File: config.mk
export PLATFORM = sky130hd
export DESIGN_NAME = c_comment_stripper
export DESIGN_NICKNAME = d
export VERILOG_FILES = /design/src/ccs_pkg.sv /design/src/ccs_decode.sv /design/src/ccs_out_queue.sv /design/src/c_comment_stripper.sv
export SDC_FILE = /design/constraint.sdc
export NUM_CORES = 1
export LEC_CHECK = 0
export BUFFER_PORTS_ARGS = -buffer_cell sky130_fd_sc_hd__buf_2
export CAP_MARGIN = 20
export CORE_MARGIN = 2
export CORE_UTILIZATION = 40
export CTS_BUF_LIST = sky130_fd_sc_hd__clkbuf_8
export CTS_CLUSTER_DIAMETER = 200
export DETAILED_ROUTE_END_ITERATION = 12
export PLACE_DENSITY = 0.61
export SLEW_MARGIN = 10
export SYNTH_ARGS = -nofsm -noshare
export SYNTH_HDL_FRONTEND = slang
export SYNTH_SLANG_ARGS = --single-unit
File: constraint.sdc
create_clock -name clk -period 6 [get_ports clk]
set_input_delay 0.3 -clock clk [delete_from_list [all_inputs] [get_ports clk]]
set_output_delay 0.3 -clock clk [all_outputs]
set_load 0.03 [all_outputs]
File: src/ccs_pkg.sv
// ----------------------------------------------------------------------------
// ccs_pkg
// shared types and constants for the c comment stripper
// ----------------------------------------------------------------------------
package ccs_pkg;

  // character codes
  localparam logic [7:0] CH_SLASH   = 8'h2F;
  localparam logic [7:0] CH_STAR    = 8'h2A;
  localparam logic [7:0] CH_QUOTE   = 8'h22;
  localparam logic [7:0] CH_NEWLINE = 8'h0A;

  // result queue geometry
  localparam int QUEUE_DEPTH = 4;
  localparam int PTR_W       = $clog2(QUEUE_DEPTH);
  localparam int CNT_W       = $clog2(QUEUE_DEPTH + 1);

  // one result item
  typedef struct packed {
    logic [7:0] ch;
    logic       last;
  } result_t;

  // results produced by one accepted item, handed to the queue
  typedef struct packed {
    logic [1:0] num;
    result_t    r0;
    result_t    r1;
  } push_t;

endpackage

File: src/ccs_decode.sv
// ----------------------------------------------------------------------------
// ccs_decode
// comment/string state flags and per-byte decode into zero to two results
// ----------------------------------------------------------------------------
module ccs_decode (
  input  logic           clk,
  input  logic           rst,
  input  logic           accept,
  input  logic [7:0]     in_char,
  output ccs_pkg::push_t push
);

  logic in_block_comment, in_block_comment_next;
  logic in_line_comment,  in_line_comment_next;
  logic in_quoted_string, in_quoted_string_next;
  logic slash_pending,    slash_pending_next;
  logic star_seen,        star_seen_next;
  logic [1:0] num;
  logic [7:0] c0, c1;

  always_comb begin
    in_block_comment_next = in_block_comment;
    in_line_comment_next  = in_line_comment;
    in_quoted_string_next = in_quoted_string;
    slash_pending_next    = slash_pending;
    star_seen_next        = star_seen;
    num = 2'd0;
    c0  = in_char;
    c1  = in_char;

    if (in_char == ccs_pkg::CH_NEWLINE) begin
      if (in_line_comment) begin
        in_line_comment_next = 1'b0;
        num = 2'd1;
      end else if (!in_block_comment) begin
        if (slash_pending) begin
          num = 2'd2;
          c0  = ccs_pkg::CH_SLASH;
        end else begin
          num = 2'd1;
        end
      end
      in_quoted_string_next = 1'b0;
      slash_pending_next    = 1'b0;
      star_seen_next        = 1'b0;
    end else if (in_line_comment) begin
      // dropped until end of line
    end else if (in_char == ccs_pkg::CH_SLASH && !in_quoted_string) begin
      if (in_block_comment) begin
        if (star_seen) begin
          in_block_comment_next = 1'b0;
        end
        star_seen_next     = 1'b0;
        slash_pending_next = 1'b0;
      end else if (slash_pending) begin
        in_line_comment_next = 1'b1;
        slash_pending_next   = 1'b0;
      end else begin
        slash_pending_next = 1'b1;
      end
    end else if (in_char == ccs_pkg::CH_STAR && !in_quoted_string) begin
      if (in_block_comment) begin
        star_seen_next = 1'b1;
      end else if (slash_pending) begin
        in_block_comment_next = 1'b1;
        slash_pending_next    = 1'b0;
        star_seen_next        = 1'b0;
      end else begin
        num = 2'd1;
      end
    end else begin
      if (in_block_comment) begin
        star_seen_next = 1'b0;
      end else begin
        if (in_char == ccs_pkg::CH_QUOTE) begin
          in_quoted_string_next = !in_quoted_string;
        end
        if (slash_pending) begin
          num = 2'd2;
          c0  = ccs_pkg::CH_SLASH;
        end else begin
          num = 2'd1;
        end
        slash_pending_next = 1'b0;
      end
    end

    push.num     = accept ? num : 2'd0;
    push.r0.ch   = c0;
    push.r0.last = (num == 2'd1);
    push.r1.ch   = c1;
    push.r1.last = 1'b1;
  end

  always_ff @(posedge clk) begin
    if (rst) begin
      in_block_comment <= 1'b0;
      in_line_comment  <= 1'b0;
      in_quoted_string <= 1'b0;
      slash_pending    <= 1'b0;
      star_seen        <= 1'b0;
    end else if (accept) begin
      in_block_comment <= in_block_comment_next;
      in_line_comment  <= in_line_comment_next;
      in_quoted_string <= in_quoted_string_next;
      slash_pending    <= slash_pending_next;
      star_seen        <= star_seen_next;
    end
  end

  // the two comment kinds exclude each other
  assert property (@(posedge clk) disable iff (rst)
    !(in_block_comment && in_line_comment))
    else $error("block and line comment open together");

  // a held slash only exists in plain text
  assert property (@(posedge clk) disable iff (rst)
    slash_pending |-> (!in_block_comment && !in_line_comment))
    else $error("slash held inside a comment");

  // star tracking only matters inside a block comment
  assert property (@(posedge clk) disable iff (rst)
    star_seen |-> in_block_comment)
    else $error("star flag set outside block comment");

endmodule

File: src/ccs_out_queue.sv
// ----------------------------------------------------------------------------
// ccs_out_queue
// small result queue, up to two writes and one read per cycle
// ----------------------------------------------------------------------------
module ccs_out_queue (
  input  logic                 clk,
  input  logic                 rst,
  input  ccs_pkg::push_t       push,
  input  logic                 pop,
  output logic                 almost_full,
  output logic                 not_empty,
  output ccs_pkg::result_t     head_item
);

  ccs_pkg::result_t mem [ccs_pkg::QUEUE_DEPTH];

  logic [ccs_pkg::PTR_W-1:0] head, head_next;
  logic [ccs_pkg::PTR_W-1:0] tail, tail_next;
  logic [ccs_pkg::CNT_W-1:0] count, count_next;
  logic                      do_pop;

  assign do_pop      = pop && (count != '0);
  assign not_empty   = (count != '0);
  assign almost_full = (count > ccs_pkg::CNT_W'(ccs_pkg::QUEUE_DEPTH - 2));
  assign head_item   = mem[head];

  always_comb begin
    head_next  = do_pop ? head + 1'b1 : head;
    tail_next  = tail + ccs_pkg::PTR_W'(push.num);
    count_next = count + ccs_pkg::CNT_W'(push.num) - ccs_pkg::CNT_W'(do_pop);
  end

  always_ff @(posedge clk) begin
    if (push.num != 2'd0) begin
      mem[tail] <= push.r0;
    end
    if (push.num == 2'd2) begin
      mem[tail + 1'b1] <= push.r1;
    end
  end

  always_ff @(posedge clk) begin
    if (rst) begin
      head  <= '0;
      tail  <= '0;
      count <= '0;
    end else begin
      head  <= head_next;
      tail  <= tail_next;
      count <= count_next;
    end
  end

  // never more items than slots
  assert property (@(posedge clk) disable iff (rst)
    count <= ccs_pkg::CNT_W'(ccs_pkg::QUEUE_DEPTH))
    else $error("result queue overflow");

  // a pop with no push takes exactly one item away
  assert property (@(posedge clk) disable iff (rst)
    (do_pop && push.num == 2'd0) |=> (count == $past(count) - 1'b1))
    else $error("result queue count slip on pop");

endmodule

File: src/c_comment_stripper.sv
// ----------------------------------------------------------------------------
// c_comment_stripper
// removes c block and line comments from a byte stream
// ----------------------------------------------------------------------------
// usage
//   input channel: in_char with in_valid / in_stall, one source byte per item
//   output channel: out_char and last_of_run with out_valid / out_stall
//   each input item gives zero, one or two result items; last_of_run marks
//   the final result caused by an input item
//   an accepted item's results are written into the registered result queue
//   and reach the output from its head
//   throughput: one input item per cycle while the queue has room for two
//   results; an item can give two results and the output port sends one
//   result per cycle unless out_stall is high, so it sets the sustained rate
//   in_stall comes straight from the registered queue count, raised when
//   the four-entry result queue holds more than two items
//   reset clears all comment and string flags and empties the queue
//   while out_stall is high the head result holds steady on the output
// ----------------------------------------------------------------------------
module c_comment_stripper (
  input  logic       clk,
  input  logic       rst,
  input  logic       in_valid,
  output logic       in_stall,
  input  logic [7:0] in_char,
  output logic       out_valid,
  input  logic       out_stall,
  output logic [7:0] out_char,
  output logic       last_of_run
);

  ccs_pkg::push_t   push;
  ccs_pkg::result_t head_item;
  logic             accept;
  logic             almost_full;

  // an item is taken whenever the queue can absorb two results
  assign accept   = in_valid && !in_stall;
  assign in_stall = almost_full;

  // flags and decode of one byte into its results
  ccs_decode u_decode (
    .clk     (clk),
    .rst     (rst),
    .accept  (accept),
    .in_char (in_char),
    .push    (push)
  );

  // results wait here until the receiver takes them
  ccs_out_queue u_queue (
    .clk         (clk),
    .rst         (rst),
    .push        (push),
    .pop         (!out_stall),
    .almost_full (almost_full),
    .not_empty   (out_valid),
    .head_item   (head_item)
  );

  assign out_char    = head_item.ch;
  assign last_of_run = head_item.last;

endmodule
# Word-level counts from Yosys, hierarchy flattened
# Memories as Yosys holds them, arrays and structs flattened. A register that Yosys moved wholly into a read port is not among the register bits.
# Index checks and enable logic that the tools add are counted.
# classes
add_sub_neg	5
magnitude_cmp	1
eq_ne	12
muxes	52
n_bitwise	2
n_reduce_logical	15
# op_table
operator	count
$mux 8	7
$mux 1	34
$eq 8x6->1 const B	3
$mux 2	11
$eq 8x4->1 const B	1
$reduce_and 3->1	2
$reduce_and 6->1	1
$reduce_bool 2->1	3
$ne 5x1->1 const B	1
$add 2x1->2 const B	2
$logic_and 1x1->1	4
$ne 2x1->1 const B	2
$ne 2x2->1 const B	2
$reduce_and 4->1	1
$add 3x2->3	1
$gt 3x2->1 const B	1
$logic_not 1->1	3
$ne 3x3->1 const B	1
$reduce_bool 3->1	1
$sub 3x1->3	1
$add 2x2->2	1
$eq 2x1->1 const B	1
$eq 2x2->1 const B	1
$not 1->1	2
# totals
regBits	12
ramBits	36
input_bits	12
n_memories	1
# memory_table
memory	depth	width	read_ports	rd_ports_with_merged_regs	wr	line_no	source
u_queue.mem	4	9	1	1	2	ccs_out_queue.sv:15	ccs_pkg::result_t mem [ccs_pkg::QUEUE_DEPTH];

# Logic depth before layout (Yosys ltp)
# Gate-level depths: netlist of the first run.
# logic_depth
word_depth	10
mapped_depth	11

# Cells and area by module
# A second synthesis of the first run with hierarchy kept.
# hier_totals
cells_unflattened	220
hier_area_um2	2854.0
# by_module_without_submodules
mod	n_inst	cells_each	area_each_um2	seq_area_each_um2
ccs_out_queue	1	141	2270.9	1261.2
ccs_decode	1	77	565.5	100.1
c_comment_stripper	1	2	17.5	0.0

# Worst setup path before layout of the first run
# Ideal clock, no wire load.
# synth_path
path_kind	input port to flip-flop
start	input in_char[4]
end	register u_queue.count[2] (netlist name)
setup_time_ns	0.128
t_arrival_ns	2.526
required_ns	5.872
path_slack_ns	3.347
path_stages	10
path_buffers	1
path_cell_list	or3_1 buf_2 o41ai_4 nor2_4 clkinv_4 ha_1 fa_1 xnor2_1 xnor2_1 nor2_1
# synth_via
elab_chain_len	9
# synth_rtl
element	line_no	source
start, declared	c_comment_stripper.sv:25	input logic [7:0] in_char,
$eq 8x6->1	ccs_decode.sv:61	end else if (in_char == ccs_pkg::CH_STAR && !in_quoted_string) begin
$logic_and 1x1->1	ccs_decode.sv:61	
$mux 2	ccs_decode.sv:61	
$mux 2	ccs_decode.sv:48	end else if (in_char == ccs_pkg::CH_SLASH && !in_quoted_string) begin
$mux 2	ccs_decode.sv:46	end else if (in_line_comment) begin
$mux 2 (*)	ccs_decode.sv:31	if (in_char == ccs_pkg::CH_NEWLINE) begin
$mux 2 (*)	ccs_decode.sv:88	push.num = accept ? num : 2'd0;
$add 3x2->3 (*)	ccs_out_queue.sv:30	count_next = count + ccs_pkg::CNT_W'(push.num) - ccs_pkg::CNT_W'(do_pop);
$sub 3x1->3 (*)	ccs_out_queue.sv:30	
end signal, assigned	ccs_out_queue.sv:50	count <= count_next;
end, declared	ccs_out_queue.sv:19	logic [ccs_pkg::CNT_W-1:0] count, count_next;
# Every way passes the cells marked *; elsewhere a longest branch is shown, timed or not.
# A chain may end at the register's enable or synchronous reset.

# Final worst setup path of the first run
# layout_path
start	register u_decode.in_block_comment
end	register u_queue.count[2] (netlist name)
# layout_via
elab_chain_len	8
# layout_rtl
element	line_no	source
start, declared	ccs_decode.sv:13	logic in_block_comment, in_block_comment_next;
start signal, assigned	ccs_decode.sv:103	in_block_comment <= in_block_comment_next;
$mux 2, on equally long branches	ccs_decode.sv:35, ccs_decode.sv:72, ccs_decode.sv:62	
$mux 2	ccs_decode.sv:61	
$mux 2	ccs_decode.sv:48	
$mux 2	ccs_decode.sv:46	
$mux 2 (*)	ccs_decode.sv:31	
$mux 2 (*)	ccs_decode.sv:88	
$add 3x2->3 (*)	ccs_out_queue.sv:30	
$sub 3x1->3 (*)	ccs_out_queue.sv:30	
# Marked as above.

==> implementation parameters, run 1 <==
Parameter                              Value

Run status
  Run status ... completed

STA
  Hold violation total from the final report ... 0
  Setup Total Neg Slack ... 0 ns
  RSZ-0062 raised after global routing ... no
  Actual slew at the worst max-slew pin ... ~0.8 ns
  Highest achievable clock rate ... roughly 350 MHz
  Final Critical Period ... between 2 and 3 ns
  Period utilisation layout ... 47.3%
  Final worst setup slack ... 3.16 ns
  Relative slew slack ... 45.9%
  Final setup violation count ... 0
  Final Max Slew Viols ... 0
  Clock skew after layout ... about 0.007 ns

Global routing
  Global-route wire length before repair ... about 8800 µm
  Met3 GRT Util ... 3.15%
  Antenna violations before repair ... 0
  Busiest layer in global routing ... met2
  Met1 track demand over resource in global routing ... 21.8%
  Largest net degree at the start of global routing ... 20
  Total global routing track utilization ... ~16%
  Via count of the first global-routing pass ... 1676
  Total overflow reported by the global router ... 0
  GR Layer Usage met2 ... 26.7%

Power
  Proportion of power drawn by flip-flops and latches ... 44.1%
  Internal Dissipation ... just under 700 µW
  Power per cell area ... 377 mW/mm²
  Share of total power in combinational logic ... 33.6%
  Worst supply voltage drop on vdd ... 0.312 mV
  Leak Pwr ... 0.00103 µW
  Final Total Pwr ... 1080 µW
  Sw Share ... 35.6%
  Switching power of the nets ... around 380 µW
  Clk network pwr share ... about 22%

Worst hold path
  HP Start ... rst
  Worst-case hold path end point ... u_queue.count[1]$_SDFF_PP0_
  Hold-critical path depth ... 2
  HP Class ... in -> reg

Synthesis
  Xor-xnor portion of the synthesized cell area ... 2.36%
  Mean instance size in the synthesized netlist ... about 12 µm²
  Yosys reg bits ... 50
  Compound-Gate Fraction of Synth Area ... about 15%
  Primary flip-flop cell chosen by synthesis mapping ... edfxtp_1
  Async SR Flop Fraction ... 0%
  Proportion of synthesized chip area in sequential cells ... 50.8%
  Warnings, synthesis ... 0
  Synthesized-area fraction occupied by and/or/nand/nor cells ... 16.9%
  Cell with the most instances after synthesis ... edfxtp_1
  Cell count after synthesis ... 218
  Number of distinct library cells after synthesis ... 56
  Most frequent cells after synthesis ... 32 x edfxtp_1, 18 x dfxtp_1, 15 x nor2_1, 14 x and3_1, 12 x a21oi_1
  Number of enable flip-flop cells after synthesis ... 32
  Combinational family with the most area after synthesis ... simple AND/OR/NAND/NOR gates
  Largest area contributor in the synthesized netlist ... edfxtp_1
  Share of synthesized area spent on multiplexers ... 8.23%
  Most area-consuming cells after synthesis ... edfxtp_1 37%, dfxtp_1 14%, mux4_2 7.8%
  Share of synthesized cell area in full adder, half adder and majority cells ... roughly 2.7%
  Cell area after technology mapping ... roughly 0.0026 mm²
  Area fraction of the dominant cell type after synthesis ... 37.0%
  Post-Syn Nets ... 235

Finish
  Ratio of cells with drive above 1 in the final layout ... approximately a quarter
  Final antenna diode count ... 0
  Count of fill cells added during filler insertion ... 617
  Layout Utilization ... 45.3%
  Nets ... 251
  Final standard cell area without fillers ... 0.00286 mm²
  Area growth from synthesis to layout ... 10.1%

Clocking
  Depth of the CTS H-tree ... 2
  Clock tree from TritonCTS ... done
  Number of post-CTS setup repair buffers ... 0
  Maximum root-to-sink buffer count ... 2
  # hold bufs at CTS ... 0
  Clock transition at path regs ... 0.09 ns
  Cell chosen for the clock root ... clkbuf_8
  Clock latency of the later-clocked register in the worst-skew pair ... roughly 0.3 ns
  CTS-repair resized insts ... 0
  TritonCTS buffer count ... 5
  # clock sinks ... 50

Route
  Per-cell via count in the routed design ... 5.62
  Router iterations before antenna repair ... 4
  # DRC ... 0
  Count of vias placed by the detailed router ... 1752
  Avg WL per Cell ... 17.7 µm
  Number of DRC violations after detailed-routing iteration 0 ... 169
  Post-route ant nets ... 0
  Total Wirelength ... 5510 µm

Run
  Number of violations of the max-capacitance limit ... 0

Worst setup path
  Critical Path Sink Type ... register
  Arrival time of the worst setup path ... 3.03 ns
  Worst R2R Setup Slack ... 3.16 ns
  Top fanout value on the critical path ... 13
  Kind of critical path ... reg -> reg
  Worst reg2reg path endpoint ... u_queue.count[2]$_SDFF_PP0_
  Crit path launch type ... register
  Required time at the endpoint of the critical path ... 6.19 ns
  FF-to-FF path depth ... 9
  RR Startpoint ... u_decode.in_block_comment$_SDFFE_PP0P_

Placed design
  Placement-stage worst setup slack ... 2.94 ns
  Detailed placement HPWL ... ~3700 µm
  Routability cong. ... 0.833
  Quantity of I/O buffers inserted on ports ... 22
  Placed Area ... around 0.0027 mm²

Die
  Area of the core region ... ~0.0063 mm²
  Std cell rows ... 29
  I/O pin count ... 23
  Total die area ... 0.00716 mm²
  Initial core utilization ... 41.2%
  Die extent in y ... 84.6 µm
  Die width ... 84.6 µm
==> routing by layer <==
layer  part of all wire, %  up-vias
li1                      -      856
met1                    47      862
met2                    49       30
met3                   2.8        4
met4                  0.65        0
met5                     0        -
==> stage by stage <==
stage / hold slack, ns / instances
after global routing: 0.345 / 312
after detailed placement: 0.458 / 304
final: 0.330 / 312
after global placement: 0.455 / 304
after floorplan: 0.372 / 218
after CTS: 0.326 / 312
==> cell usage in the layout (no fill, tap or decap), drive strengths merged, types with 5 or more instances in the layout <==
cell type	instances
o21a	10
o21ai	9
nor2	17
xnor2	5
nor3	12
mux4	9
dfxtp	18
clkbuf	5
nand4	7
buf	22
inv	9
nand2	7
and3	14
a21oi	16
edfxtp	32
==> cell families after synthesis <==
group                    Yosys count
AND/OR/NAND/NOR                   76
flip-flops                        50
AO/OA/AOI/OAI                     48
buffers and inverters             22
multiplexers                      10
XOR/XNOR                           7
adder cells (fa/ha/maj)            5
==> power groups by stage <==
| stage | Combinational [µW] | Clock (µW) | Sequential, µW |
|---|---|---|---|
| after floorplan | 317 | 0 | 441 |
| after global placement | 358 | 0 | 481 |
| after detailed placement | 362 | 0 | 484 |
| after CTS | 366 | 245 | 476 |
| after global routing | 395 | 257 | 482 |
| final | 362 | 241 | 475 |
==> how the worst max path moves through the flow <==
stage                                      startpoint                          end  slack, ns  cells after the start
2_1_floorplan                              in_char[4]  u_queue.count[2]$_SDFF_PP0_       3.35                     10
3_3_place_gp                               in_char[4]  u_queue.count[2]$_SDFF_PP0_       3.02                     10
3_5_place_dp                               in_char[4]  u_queue.count[2]$_SDFF_PP0_       2.94                     10
4_1_cts        u_decode.in_block_comment$_SDFFE_PP0P_  u_queue.count[2]$_SDFF_PP0_       3.17                      9
5_1_grt           u_decode.slash_pending$_SDFFE_PP0P_  u_queue.count[2]$_SDFF_PP0_       2.93                      9
6_report       u_decode.in_block_comment$_SDFFE_PP0P_  u_queue.count[2]$_SDFF_PP0_       3.16                      9
==> worst max-delay path, stage by stage, from the launching register on <==
cell      delay, ns
dfxtp_1        0.40
nor3b_1        0.36
o41ai_4        0.21
nor2_4         0.40
clkinv_4       0.19
ha_1           0.35
fa_1           0.43
xnor2_1        0.19
xnor2_1        0.14
nor2_1         0.05
==> state kept, by name, summed over array words and instances, names as in the netlist, named ones only <==
name                       cells
u_queue.tail                   2
u_decode.in_quoted_string      1
u_queue.count                  3
u_queue.mem                   36
u_decode.in_block_comment      1
u_decode.star_seen             1
u_decode.in_line_comment       1
u_decode.slash_pending         1
u_queue.head                   2
==> final cells by class <==
| class | instances | area (µm²) | area share [%] |
|---|---|---|---|
| inverters | 9 | 38.8 | 1.36 |
| multi-input cells | 146 | 1180 | 41.3 |
| well taps | 77 | 96.3 | 3.37 |
| repair buffers | 22 | 110 | 3.85 |
| clock buffers | 5 | 68.8 | 2.41 |
| flip-flops and latches | 50 | 1320 | 46.2 |
| clock inverters | 3 | 43.8 | 1.53 |
No activity file was read; power rests on OpenSTA's default activity.
==> run 2, diff against run 1 <==
--- a/config.mk
+++ b/config.mk
@@ -5,6 +5,7 @@
 export SDC_FILE = /design/constraint.sdc
 export NUM_CORES = 1
 export LEC_CHECK = 0
+export ABC_AREA = 1
 export BUFFER_PORTS_ARGS = -buffer_cell sky130_fd_sc_hd__buf_2
 export CAP_MARGIN = 20
 export CORE_MARGIN = 2
==> constraint.sdc (replaced) <==
create_clock -name clk -period 2.9 [get_ports clk]
set_input_delay 0.145 -clock clk [delete_from_list [all_inputs] [get_ports clk]]
set_output_delay 0.145 -clock clk [all_outputs]
set_load 0.03 [all_outputs]
==> implementation parameters, run 2 <==
Parameter                              Value

Clocking
  CTS-repair resized insts ... 0 (unchanged)
  Clock transition at path regs ... 0.09 ns (about the same)
  TritonCTS buffer count ... 5 (unchanged)
  Maximum root-to-sink buffer count ... 2 (unchanged)
  # clock sinks ... 50 (unchanged)
  Clock latency of the later-clocked register in the worst-skew pair ... 0.31 ns (about the same)
  Clock tree from TritonCTS ... done
  Number of post-CTS setup repair buffers ... 0 (unchanged)
  Depth of the CTS H-tree ... 2 (unchanged)
  # hold bufs at CTS ... 0 (unchanged)
  Cell chosen for the clock root ... clkbuf_8

Synthesis
  Yosys reg bits ... 50 (unchanged)
  Cell with the most instances after synthesis ... nor2_1
  Most frequent cells after synthesis ... 41 x nor2_1, 32 x edfxtp_1, 27 x nand2_1, 25 x o21ai_0
  Cell count after synthesis ... 295 (+35%)
  Proportion of synthesized chip area in sequential cells ... 48.4% (-2.4 points)
  Primary flip-flop cell chosen by synthesis mapping ... edfxtp_1
  Number of distinct library cells after synthesis ... 29 (-48%)
  Area fraction of the dominant cell type after synthesis ... 35.2% (-1.8 points)
  Async SR Flop Fraction ... 0% (unchanged)
  Mean instance size in the synthesized netlist ... 9.25 µm² (-22%)
  Most area-consuming cells after synthesis ... edfxtp_1 35%, dfxtp_1 13%, nand2_4 7.0%
  Warnings, synthesis ... 0 (unchanged)
  Largest area contributor in the synthesized netlist ... edfxtp_1
  Post-Syn Nets ... 312 (+33%)
  Cell area after technology mapping ... 0.00273 mm² (+5.1%)
  Number of enable flip-flop cells after synthesis ... 32 (unchanged)

Route
  Router iterations before antenna repair ... 4 (unchanged)
  Number of DRC violations after detailed-routing iteration 0 ... 166 (-1.8%)
  Per-cell via count in the routed design ... 5.18 (-7.8%)
  # DRC ... 0 (unchanged)
  Total Wirelength ... 5950 µm (+7.9%)
  Avg WL per Cell ... 14.8 µm (-16%)
  Count of vias placed by the detailed router ... 2081 (+19%)
  Post-route ant nets ... 0 (unchanged)

STA
  Highest achievable clock rate ... 468 MHz (+33%)
  Final setup violation count ... 0 (unchanged)
  RSZ-0062 raised after global routing ... no
  Setup Total Neg Slack ... 0 ns (unchanged)
  Final Max Slew Viols ... 0 (unchanged)
  Relative slew slack ... 60.3% (+14 points)
  Clock skew after layout ... 0.00770 ns (+0.000743 ns)
  Actual slew at the worst max-slew pin ... 0.595 ns (-0.214 ns)
  Period utilisation layout ... 73.6% (+26 points)
  Hold violation total from the final report ... 0 (unchanged)
  Final Critical Period ... 2.13 ns (-0.701 ns)

Global routing
  Via count of the first global-routing pass ... 2046 (+22%)
  Largest net degree at the start of global routing ... 19 (-5.0%)
  Antenna violations before repair ... 0 (unchanged)
  Global-route wire length before repair ... 9920 µm (+12%)
  Total overflow reported by the global router ... 0 (unchanged)
  Total global routing track utilization ... 17.0% (+0.94 points)

Placed design
  Placed Area ... 0.00293 mm² (+6.7%)
  Quantity of I/O buffers inserted on ports ... 22 (unchanged)
  Routability cong. ... 0.931 (+12%)
  Detailed placement HPWL ... 4470 µm (+21%)

Die
  I/O pin count ... 23 (unchanged)
  Area of the core region ... 0.00668 mm² (+5.8%)
  Initial core utilization ... 40.9% (-0.30 points)
  Total die area ... 0.00750 mm² (+4.8%)
  Die extent in y ... 86.6 µm (+2.4%)
  Die width ... 86.6 µm (+2.4%)
  Std cell rows ... 30 (+3.4%)

Power
  Power per cell area ... 837 mW/mm² (+120%)
  Leak Pwr ... 0.00132 µW (+28%)
  Worst supply voltage drop on vdd ... 0.400 mV (+28%)

Run status
  Run status ... completed

Worst setup path
  Critical Path Sink Type ... register
  Worst setup path startpoint ... u_decode.in_block_comment$_SDFFE_PP0P_
  Capture point of the critical path ... u_queue.count[2]$_SDFF_PP0_
  Worst R2R Setup Slack ... 0.77 ns (-2.40 ns)
  Arrival time of the worst setup path ... 2.34 ns (-0.69 ns)
  Kind of critical path ... reg -> reg
  Top fanout value on the critical path ... 7 (-6)
  Worst reg2reg path endpoint ... u_queue.count[2]$_SDFF_PP0_
  Required time at the endpoint of the critical path ... 3.11 ns (-3.08 ns)
  RR Startpoint ... u_decode.in_block_comment$_SDFFE_PP0P_
  Crit path launch type ... register
  FF-to-FF path depth ... 9 (unchanged)

Finish
  Most flops, register ... u_queue.mem
  Regs by FF count ... u_queue.mem x36, u_queue.count x3
  Final antenna diode count ... 0 (unchanged)
  Number of flip-flops in the largest register ... 36 (unchanged)
  Ratio of cells with drive above 1 in the final layout ... 25.5% (-0.066 points)
  Nets ... 338 (+35%)
  Final standard cell area without fillers ... 0.00302 mm² (+5.7%)
  Most frequent standard cell in the layout excluding fill and tap cells ... nor2_1
  Count of fill cells added during filler insertion ... 675 (+9.4%)
  Area growth from synthesis to layout ... 10.7%
  Commonest cells after routing, fill and taps aside ... 41 x nor2_1, 32 x edfxtp_1, 27 x nand2_1, 25 x o21ai_0

Run
  Number of violations of the max-capacitance limit ... 0 (unchanged)

Worst hold path
  HP Class ... in -> reg
[run 2: cell types whose count changed after synthesis, moves of 10 or more]
cell / delta
o21a_1: -10
and3_1: -14
nor2_1: +26
o21ai_0: +18
inv_1: +16
nor3_1: -10
nand2_4: +17
nand3_1: +15
nand2_1: +20
o22ai_1: +23
[run 2: kinds of logic after synthesis]
family | share of synthesized area, %
xor gates and xnor gates | 1.28
and+or+nand+nor | 27.9
AOI/OAI and AO/OA | 14.6
DFF | 48.4
buffers and inverters | 5.32
adders and majority gates | 2.57
[run 2: cell type report]
class	count	area [µm²]	area share, %
clock buffer	5	68.8	2.28
clock inverter	3	21.3	0.704
inverter	34	130	4.30
multi-input combinational	207	1260	41.8
sequential	50	1320	43.7
tap	80	100	3.31
timing repair buffer	23	118	3.89
[run 2: critical path, stage by stage, from the launching register on]
cell	delay, ns
dfxtp_1	0.37
inv_2	0.13
nand2_1	0.09
nor2_2	0.15
nand4_4	0.21
ha_1	0.37
fa_1	0.43
xor2_1	0.17
inv_1	0.06
nor2_1	0.04
[run 2: worst min path at each step]
| stage | start | endpoint | slack [ns] | cells after the start |
|---|---|---|---|---|
| after detailed placement | rst | u_queue.count[1]$_SDFF_PP0_ | 0.45 | 2 |
| after global placement | rst | u_queue.count[1]$_SDFF_PP0_ | 0.44 | 2 |
| after floorplan | out_stall | register | 0.36 | 2 |
| final | rst | u_decode.in_block_comment$_SDFFE_PP0P_ | 0.10 | 2 |
| after global routing | rst | u_decode.in_quoted_string$_SDFFE_PP0P_ | 0.12 | 2 |
| after CTS | rst | u_decode.in_block_comment$_SDFFE_PP0P_ | 0.11 | 2 |
[run 2: metal layers]
layer,global-route usage (%),vias up,routed length (µm)
met5,0,-,0
met1,22.0,939,2800
met3,3.52,11,294
met4,7.81,0,126
li1,-,1071,-
met2,27.5,60,2730
[run 2: power by group]
| group | switching, µW | internal [µW] |
|---|---|---|
| clock | 242 | 170 |
| combinational | 768 | 339 |
| sequential | 75.3 | 934 |
| total | 1090 | 1440 |
[run 2: per-stage QoR]
stage / util, % / total power, µW / cells / worst slack, ns / hold slack (ns)
after floorplan: - / 1860 / 295 / 0.758 / 0.360
after global placement: 43.9 / 2120 / 394 / 0.849 / 0.437
after detailed placement: 43.9 / 2150 / 394 / 0.750 / 0.447
after CTS: 45.2 / 2560 / 402 / 0.742 / 0.109
after global routing: 45.2 / 2710 / 402 / 0.602 / 0.116
final: 45.2 / 2530 / 402 / 0.765 / 0.103
